File: src/hdl/ddo_pkg.sv
// ----------------------------------------------------------------------------
// ddo_pkg - shared definitions for the differential drive odometry block
// Widths, reset values, register indexes, the CORDIC arctangent table and the
// result record handed from the CORDIC unit to the sequencer.
// ----------------------------------------------------------------------------
package ddo_pkg;

  // Configuration register indexes.
  localparam int CFG_IDX_W = 2;
  localparam logic [CFG_IDX_W-1:0] REG_METERS_PER_PULSE  = 2'd0;
  localparam logic [CFG_IDX_W-1:0] REG_HEADING_PER_PULSE = 2'd1;

  // Register reset values.
  localparam logic [31:0] MPP_RESET = 32'd4294967;
  localparam logic [31:0] HPP_RESET = 32'd2278563;

  // Default number of CORDIC rotations.
  localparam int CORDIC_STEPS_DEF = 20;

  // CORDIC datapath width and the fixed gain correction (Q.30).
  localparam int CS_W = 33;
  localparam logic signed [CS_W-1:0] CORDIC_INV_GAIN = 33'sd652032874;

  // Pose width.
  localparam int POS_W = 48;

  // Result of one CORDIC run, with a one-cycle completion flag.
  typedef struct packed {
    logic                   done;
    logic signed [CS_W-1:0] cos_val;
    logic signed [CS_W-1:0] sin_val;
  } cordic_res_t;

  // Arctangent of 2^-i in binary angle units (2^32 is one full turn).
  function automatic logic [31:0] atan_lookup(input logic [4:0] idx);
    logic [31:0] val;
    unique case (idx)
      5'd0:  val = 32'd536870912;
      5'd1:  val = 32'd316933406;
      5'd2:  val = 32'd167458907;
      5'd3:  val = 32'd85004756;
      5'd4:  val = 32'd42667331;
      5'd5:  val = 32'd21354465;
      5'd6:  val = 32'd10679838;
      5'd7:  val = 32'd5340245;
      5'd8:  val = 32'd2670163;
      5'd9:  val = 32'd1335087;
      5'd10: val = 32'd667544;
      5'd11: val = 32'd333772;
      5'd12: val = 32'd166886;
      5'd13: val = 32'd83443;
      5'd14: val = 32'd41722;
      5'd15: val = 32'd20861;
      5'd16: val = 32'd10430;
      5'd17: val = 32'd5215;
      5'd18: val = 32'd2608;
      5'd19: val = 32'd1304;
      5'd20: val = 32'd652;
      5'd21: val = 32'd326;
      5'd22: val = 32'd163;
      5'd23: val = 32'd81;
      5'd24: val = 32'd41;
      5'd25: val = 32'd20;
      5'd26: val = 32'd10;
      5'd27: val = 32'd5;
      5'd28: val = 32'd3;
      5'd29: val = 32'd1;
      5'd30: val = 32'd1;
      default: val = 32'd0;
    endcase
    return val;
  endfunction

endpackage

File: src/hdl/ddo_cordic.sv
// ----------------------------------------------------------------------------
// ddo_cordic - iterative CORDIC for cosine and sine of a binary angle
// One rotation per cycle through a shared pair of barrel shifters and adders.
// Angles beyond a quarter turn are folded by half a turn and the result is
// negated at the end.
// ----------------------------------------------------------------------------
module ddo_cordic
  import ddo_pkg::*;
#(
  parameter int CORDIC_STEPS = CORDIC_STEPS_DEF
) (
  input  logic        clk,
  input  logic        rst_n,
  input  logic        start,
  input  logic [31:0] angle,
  output cordic_res_t res
);

  localparam int STEP_W = (CORDIC_STEPS > 1) ? $clog2(CORDIC_STEPS) : 1;
  localparam logic [STEP_W-1:0] LAST_STEP = STEP_W'(CORDIC_STEPS - 1);

  logic                   busy_r;
  logic                   done_r;
  logic                   flip_r;
  logic [STEP_W-1:0]      step_r;
  logic signed [CS_W-1:0] x_r;
  logic signed [CS_W-1:0] y_r;
  logic signed [CS_W-1:0] z_r;

  logic signed [31:0]     angle_s;
  logic                   fold;
  logic signed [CS_W-1:0] xs;
  logic signed [CS_W-1:0] ys;
  logic signed [CS_W-1:0] atan_v;
  logic signed [CS_W-1:0] x_nxt;
  logic signed [CS_W-1:0] y_nxt;
  logic signed [CS_W-1:0] z_nxt;

  // Fold the angle into the right half plane.
  assign angle_s = $signed(angle);
  assign fold    = (angle_s > 32'sd1073741824) || (angle_s < -32'sd1073741824);

  // One micro-rotation: shift, add or subtract by the sign of the residual angle.
  always_comb begin
    xs     = x_r >>> step_r;
    ys     = y_r >>> step_r;
    atan_v = $signed({1'b0, atan_lookup(5'(step_r))});
    if (!z_r[CS_W-1]) begin
      x_nxt = x_r - ys;
      y_nxt = y_r + xs;
      z_nxt = z_r - atan_v;
    end else begin
      x_nxt = x_r + ys;
      y_nxt = y_r - xs;
      z_nxt = z_r + atan_v;
    end
  end

  // Sequencer: load on start, then one rotation per cycle.
  always_ff @(posedge clk) begin
    if (!rst_n) begin
      busy_r <= 1'b0;
      done_r <= 1'b0;
      step_r <= '0;
    end else begin
      done_r <= 1'b0;
      if (start) begin
        busy_r <= 1'b1;
        step_r <= '0;
      end else if (busy_r) begin
        step_r <= step_r + 1'b1;
        if (step_r == LAST_STEP) begin
          busy_r <= 1'b0;
          done_r <= 1'b1;
        end
      end
    end
  end

  // Datapath registers.
  always_ff @(posedge clk) begin
    if (start) begin
      x_r    <= CORDIC_INV_GAIN;
      y_r    <= '0;
      flip_r <= fold;
      if (fold) begin
        z_r <= CS_W'($signed(angle ^ 32'h8000_0000));
      end else begin
        z_r <= CS_W'(angle_s);
      end
    end else if (busy_r) begin
      x_r <= x_nxt;
      y_r <= y_nxt;
      z_r <= z_nxt;
    end
  end

  // Undo the fold on the way out.
  assign res.done    = done_r;
  assign res.cos_val = flip_r ? -x_r : x_r;
  assign res.sin_val = flip_r ? -y_r : y_r;

endmodule

File: config.mk
export PLATFORM = sky130hd
export DESIGN_NAME = ddo_cordic
export DESIGN_NICKNAME = d
export VERILOG_FILES = /design/src/hdl/ddo_pkg.sv /design/src/hdl/ddo_cordic.sv
export SDC_FILE = /design/constraint.sdc
export NUM_CORES = 1
export LEC_CHECK = 0
export ABC_AREA = 1
export BUFFER_PORTS_ARGS = -buffer_cell sky130_fd_sc_hd__buf_4
export CAP_MARGIN = 15
export CORE_AREA = 2 2 194 196
export CTS_BUF_LIST = sky130_fd_sc_hd__clkbuf_2
export CTS_CLUSTER_DIAMETER = 50
export CTS_CLUSTER_SIZE = 16
export DETAILED_ROUTE_END_ITERATION = 6
export DIE_AREA = 0 0 196 198
export PLACE_DENSITY_LB_ADDON = 0.15
export SLEW_MARGIN = 15
export SYNTH_ARGS = -nofsm -noshare
export SYNTH_HDL_FRONTEND = slang
export SYNTH_SLANG_ARGS = --single-unit
File: constraint.sdc
create_clock -name clk -period 5.3 [get_ports clk]
set_input_delay 1.06 -clock clk [delete_from_list [all_inputs] [get_ports clk]]
set_output_delay 1.06 -clock clk [all_outputs]
set_load 0.005 [all_outputs]
==> reports/metrics.yaml, run 1 <==
status:
  status: "completed"
critical_path:
  path_cells: "buf_12 > nand3_1 > nand3_1 > nand3_1 > nand3_1 > o21a_1 > ha_1 > nand3_2 > nor2_4 > nand2_2 > nand2_4 > nand2_1 > a21oi_1 > xnor2_1 > ha_1 > nand2_1 > nor2_2 > nand2_1 > or4_1 > o221ai_1 > and2_1 > o21ai_0 > o211ai_1 > inv_1"
  worst-path-buf-inv: 2
  critPathKind: "reg -> reg"
  crit_fanout: 33
  crit_arrival_ps: 5850
  slowest_stage: "dfxtp_2"
  end_kind: "flop"
  cp-start-kind: "flop"
  crit_top_cell: "nand3_1"
  crit_required_ps: 6150
  cpLargestDelayFamily: "simple AND/OR/NAND/NOR gates"
  slowest_delay_ps: 480
detailed_routing:
  wl_per_cell_microns: 18.5
  routed-via-count: 20700
  drt_iter0_drc: 1935
  routed_wl_microns: 66000
  ant_nets: 0
  drc_errors: 0
  via_per_inst: 5.81
  firstDrtPassIters: 7
timing:
  max_clock_freq_ghz: 0.200
  fin_ws_ps: 301
  whs_ps: 388
  final-hold-violation-count: 0
  tightest_slew_ps: 886
  finalCritPeriodShare_pct: 94.3
  clock_skew_ps: 104
  setup_viol: 0
  report.final.slew_viol_count: 0
  finalCriticalPeriod_ps: 5000
  max_slew_margin_pct: 40.9
placed_design:
  place_ws_ps: 412
  gp_congestion: 1.01
  portBuffers: 101
  dpl.hpwl_microns: 52400
grt:
  track_usage_pct: 33.8
  grt_pass1_wl_microns: 104000
  grt_pass1_vias: 19100
  antenna_found_initial: 2
  globalRoute.totalOverflow: 0
  grt_max_degree: 65
clocking:
  clkTransAtPathRegs_ps: 400
  cts.path.max_buffers: 2
  cts_tree: "built"
  cts_hold_buffers: 0
  numCtsBuffers: 17
  cts_sinks: 137
  cts-htree-levels: 4
  clock_latency_ps: 960
  cts_root_buffer: "clkbuf_2"
power:
  vdd_ir_drop_max_mv: 0.269
  pwr_density_cell_nw_per_um2: 475
  p_leak_nw: 9.81
yosys:
  synth_compound_area_share_pct: 16.7
  synthXorXnorAreaFrac_pct: 8.95
  synth.distinct_cells: 63
  synth.area.mux_share_pct: 0
  seq_area_frac_synth_pct: 16.9
  netlist_instances: 3046
  yosys_warnings: 0
  yosys.area_share.simple_pct: 38.9
  netlist.top_cell.by_area: "nand2_1"
  synth_edf_count: 34
  synthFlopType: "dfxtp_1"
  ys_async_sr_fraction_pct: 0
  synthAdderAreaFrac_pct: 7.89
  syn_nets: 3194
  synth_most_common_cell: "nand2_1"
  syn_area_sq_um: 18200
  synth_common_cells: "nand2_1 (734), nand3_1 (423), inv_1 (325), nor2_1 (252), a21oi_1 (219)"
  avgSynthCellArea_sq_um: 5.98
  synth_top_area_share_pct: 15.1
  yosys-top-cells-area: "nand2_1 (15%), nand3_1 (12%), dfxtp_1 (11%)"
  ys_ff_latch: 137
  synth_top_family_by_area: "simple AND/OR/NAND/NOR gates"
floorplan:
  io_pins: 102
  dieHeight_microns: 198
  die_w_microns: 196
  core_area_sq_um: 37000
  start_util_pct: 49.2
  rows: 71
  die-area_sq_um: 38800
final_layout:
  area_growth_pct: 7.58
  n_fill_cell: 3891
  fin_nets: 3225
  layout-drive-gt1-share_pct: 9.87
run:
  cap_violations: 0
hold_path:
  hp-class: "in -> reg"
final timing paths:
check / slack, ps / cells after the start / from / endpoint
worst min-delay path: 390 / 3 / angle[26] / z_r[26]$_DFFE_PP_
worst max register to register: 300 / 24 / step_r[1]$_SDFFE_PP0P_ / y_r[25]$_SDFFE_PP0P_
worst max-delay path: 300 / 24 / step_r[1]$_SDFFE_PP0P_ / y_r[25]$_SDFFE_PP0P_
worst min register to register: 630 / 2 / y_r[2]$_SDFFE_PP0P_ / y_r[2]$_SDFFE_PP0P_
flip-flops by register name, summed over array words and instances (netlist names):
register,count
x_r,33
y_r,33
z_r,33
atan_v,30
step_r,5
busy_r,1
done_r,1
flip_r,1
cell families after synthesis:
group	count (synthesis)
and+or+nand+nor	1600
AOI/OAI and AO/OA	539
buffers and inverters	471
xor gates and xnor gates	186
DFF	137
adders and majority gates	113
layout make-up:
class / count / area (sq um) / area share (%)
diodes: 3 / 7.51 / 0.0383
clock inverters: 15 / 171 / 0.875
multi-input cells: 2438 / 13200 / 67.5
well taps: 474 / 593 / 3.03
flip-flops and latches: 137 / 3090 / 15.8
repair buffers: 141 / 1130 / 5.79
inverters: 342 / 1290 / 6.59
clock buffers: 17 / 85.1 / 0.435
stage by stage:
step | power [mW] | cell area (sq um) | TNS [ps] | utilization (%) | instances
2_1_floorplan | 6.55 | 18200 | 0 | - | 3046
3_3_place_gp | 8.40 | 19300 | 0 | 52.2 | 3531
3_5_place_dp | 8.44 | 19300 | 0 | 52.2 | 3531
4_1_cts | 9.22 | 19500 | 0 | 52.9 | 3563
5_1_grt | 10.2 | 19600 | -84.7 | 53.0 | 3567
6_report | 9.30 | 19600 | 0 | 53.0 | 3567
repair_timing:
item | 4_1_cts | 5_1_grt
buffers inserted | 0 | 1
gates resized for setup | 0 | 10
endpoints found under the setup margin | 0 | 19
tightest hold or removal path: stages:
cell	delay [ps]
buf_4	110
nand2_1	60
nand2_1	60
power breakdown:
| part | total, mW | leakage (nW) | switching (mW) | internal, mW |
|---|---|---|---|---|
| Combinational | 6.88 | 8.47 | 4.32 | 2.56 |
| Sequential | 1.68 | 1.20 | 0.355 | 1.32 |
| Clock | 0.746 | 0.147 | 0.579 | 0.166 |
| Total | 9.30 | 9.81 | 5.25 | 4.05 |
per-layer routing:
metal	part of all wire, %	global-route usage [%]	vias to the layer above	wire length [microns]
li1	-	-	10200	-
met1	42	42.3	9536	27900
met5	0	0	-	0
met3	6.0	3.80	146	3950
met4	4.0	13.0	0	2610
met2	48	59.5	793	31600
placed cells by master (no fill, tap or decap), drive strengths merged, types with 4 or more instances in the layout:
cell and n:
nand2 763, a21o 8, nor3 45, nand3b 6, clkinv 4, nand4 35, nor2 272, ha 110
o21bai 7, o21a 9, o211ai 16, o22ai 8, a2111oi 4, a31oi 32, o21ai 194, xnor2 58
o221ai 10, a221oi 5, clkbuf 17, dfxtp 103, nor4 14, edfxtp 34, o31ai 4, a21oi 220
buf 141, or2 24, inv 351, nand3 434, a21boi 9, xor2 128
No activity file was read; power rests on OpenSTA's default activity.
==> run 2: changes to the inputs <==
- RECOVER_POWER: default -> 25
==> run 2 against run 1 <==
The run now ends with DRC, capacitance limit, slew limit left. First-iteration DRC count fell by 3.8%. Design area fell by 0.15%. Sequential power barely moved. Critical path type unchanged. Largest cell class unchanged. Cell count did not move. Wire length barely moved.
==> reports/metrics.yaml, run 2 (same netlist as run 1, synthesis figures left out) <==
status:
  status: "finished, violations left"
  violations: "DRC, capacitance limit, slew limit"
placed_design:
  post_dp_cell_area_sq_um: 19300
  dp.cells: 3531
  portBuffers: 101
  gp_congestion: 1.01
  dpl.hpwl_microns: 52400
final_layout:
  n_fill_cell: 3892
  final_cell_mix: "nand2_1 (734), nand3_1 (423), inv_1 (323)"
  layout-drive-gt1-share_pct: 9.58
  layout_commonest_cell: "nand2_1"
  top_regs: "x_r (33), y_r (33), z_r (33)"
  area_growth_pct: 7.42
  fin_area_sq_um: 19600
  layout.cells.non_filler: 3567
  fin_nets: 3225
timing:
  max_clock_freq_ghz: 0.202
  finalCriticalPeriod_ps: 4960
  setup_viol: 0
  tightest_slew_ps: 2490
  finalCritPeriodShare_pct: 93.6
  max_slew_margin_pct: -66.0
  clock_skew_ps: 107
  report.final.slew_viol_count: 114
  final-hold-violation-count: 0
critical_path:
  cp-start-kind: "flop"
  slowest_stage: "dfxtp_2"
  crit_required_ps: 6120
  end_kind: "flop"
  worst-path-buf-inv: 7
  cpLargestDelayFamily: "compound AO/OA/AOI/OAI gates"
  crit_fanout: 27
  slowest_delay_ps: 410
  critPathKind: "reg -> reg"
  crit_arrival_ps: 5780
floorplan:
  rows: 71
  start_util_pct: 49.2
  die-area_sq_um: 38800
  die_w_microns: 196
  io_pins: 102
  dieHeight_microns: 198
  core_area_sq_um: 37000
clocking:
  clock_latency_ps: 950
  cts_tree: "built"
  cts-htree-levels: 4
  clkTransAtPathRegs_ps: 400
  numCtsBuffers: 17
  cts_hold_buffers: 0
  cts_root_buffer: "clkbuf_2"
  cts.path.max_buffers: 2
  cts_sinks: 137
run:
  cap_violations: 3
power:
  vdd_ir_drop_max_mv: 0.269
  pwr-share-seq_pct: 18.1
  pwr-share-clk_pct: 8.0
  switchingPower_mw: 5.25
  power.internal_mw: 4.05
  pwr_density_cell_nw_per_um2: 476
  comb_power_share_pct: 74.0
  switching_share_pct: 56.4
  p_leak_nw: 9.78
hold_path:
  hp-class: "in -> reg"
detailed_routing:
  firstDrtPassIters: 7
  routed_wl_microns: 66000
  ant_nets: 0
  wl_per_cell_microns: 18.5
  drt_iter0_drc: 1861
  routed-via-count: 20700
  drc_errors: 5
  via_per_inst: 5.81
grt:
  grt_pass1_wl_microns: 104000
  track_usage_pct: 33.8
  antenna_found_initial: 2
  globalRoute.totalOverflow: 0
  grt_max_degree: 65
  grt_pass1_vias: 19100
## run 2: cell types whose count changed in the layout (fill, tap and decap cells not counted)
cell      before  now
clkbuf_1       0    6
inv_1        322  323
nor2_4         6    5
inv_2         17   15
clkbuf_4       0    2
clkinv_1       1    2
buf_4        135  127
nor2_1       250  251
## run 2: tightest hold or removal path, stage by stage
cell and delay, ps:
buf_4 110, nand2_1 60, nand2_1 60
## run 2: metal layers
metal | part of all wire [%] | track usage [%] | vias to the layer above
li1 | - | - | 10200
met1 | 42 | 42.3 | 9500
met2 | 48 | 59.5 | 843
met3 | 6.1 | 3.80 | 153
met4 | 4.1 | 13.0 | 0
met5 | 0 | 0 | -
## run 2: per-stage QoR
step	TNS (ps)	hold WS (ps)	setup WS, ps	power [mW]	util [%]
CTS	0	353	37.4	9.22	52.9
floorplan	0	511	1330	6.55	-
detailed placement	0	603	412	8.44	52.2
global route	-84.7	372	-43.4	10.2	52.9
global placement	0	595	486	8.40	52.2
finish	0	397	340	9.30	52.9
## run 2: cell type report
cell class / count / area, sq um / area share, %
Inverter: 342 / 1290 / 6.60
Antenna cell: 3 / 7.51 / 0.0384
Tap cell: 474 / 593 / 3.03
Clock buffer: 17 / 85.1 / 0.435
Clock inverter: 15 / 171 / 0.877
Sequential cell: 137 / 3090 / 15.8
Timing Repair Buffer: 141 / 1110 / 5.68
Multi-Input combinational cell: 2438 / 13200 / 67.5
## run 2: what timing repair did
action,in CTS,in global routing
resized for setup,0,10
buffers inserted,0,1
endpoints found under the setup margin,0,19
endpoints found under the hold margin,0,0
## run 2: worst paths after layout
path	startpoint	to	slack, ps	cells past startpoint
worst max-delay path	step_r[2]$_SDFFE_PP0P_	x_r[21]$_SDFFE_PP0P_	340	26
worst min-delay path	angle[26]	z_r[26]$_DFFE_PP_	400	3
worst max register to register	step_r[2]$_SDFFE_PP0P_	x_r[21]$_SDFFE_PP0P_	340	26
worst min register to register	y_r[2]$_SDFFE_PP0P_	y_r[2]$_SDFFE_PP0P_	630	2
## run 2: power by group through the flow
| stage | Combinational [mW] | Sequential [mW] | Clock (mW) |
|---|---|---|---|
| floorplan | 5.04 | 1.51 | 0 |
| CTS | 6.79 | 1.67 | 0.760 |
| global placement | 6.71 | 1.69 | 0 |
| finish | 6.88 | 1.68 | 0.741 |
| global route | 7.74 | 1.70 | 0.794 |
| detailed placement | 6.75 | 1.69 | 0 |
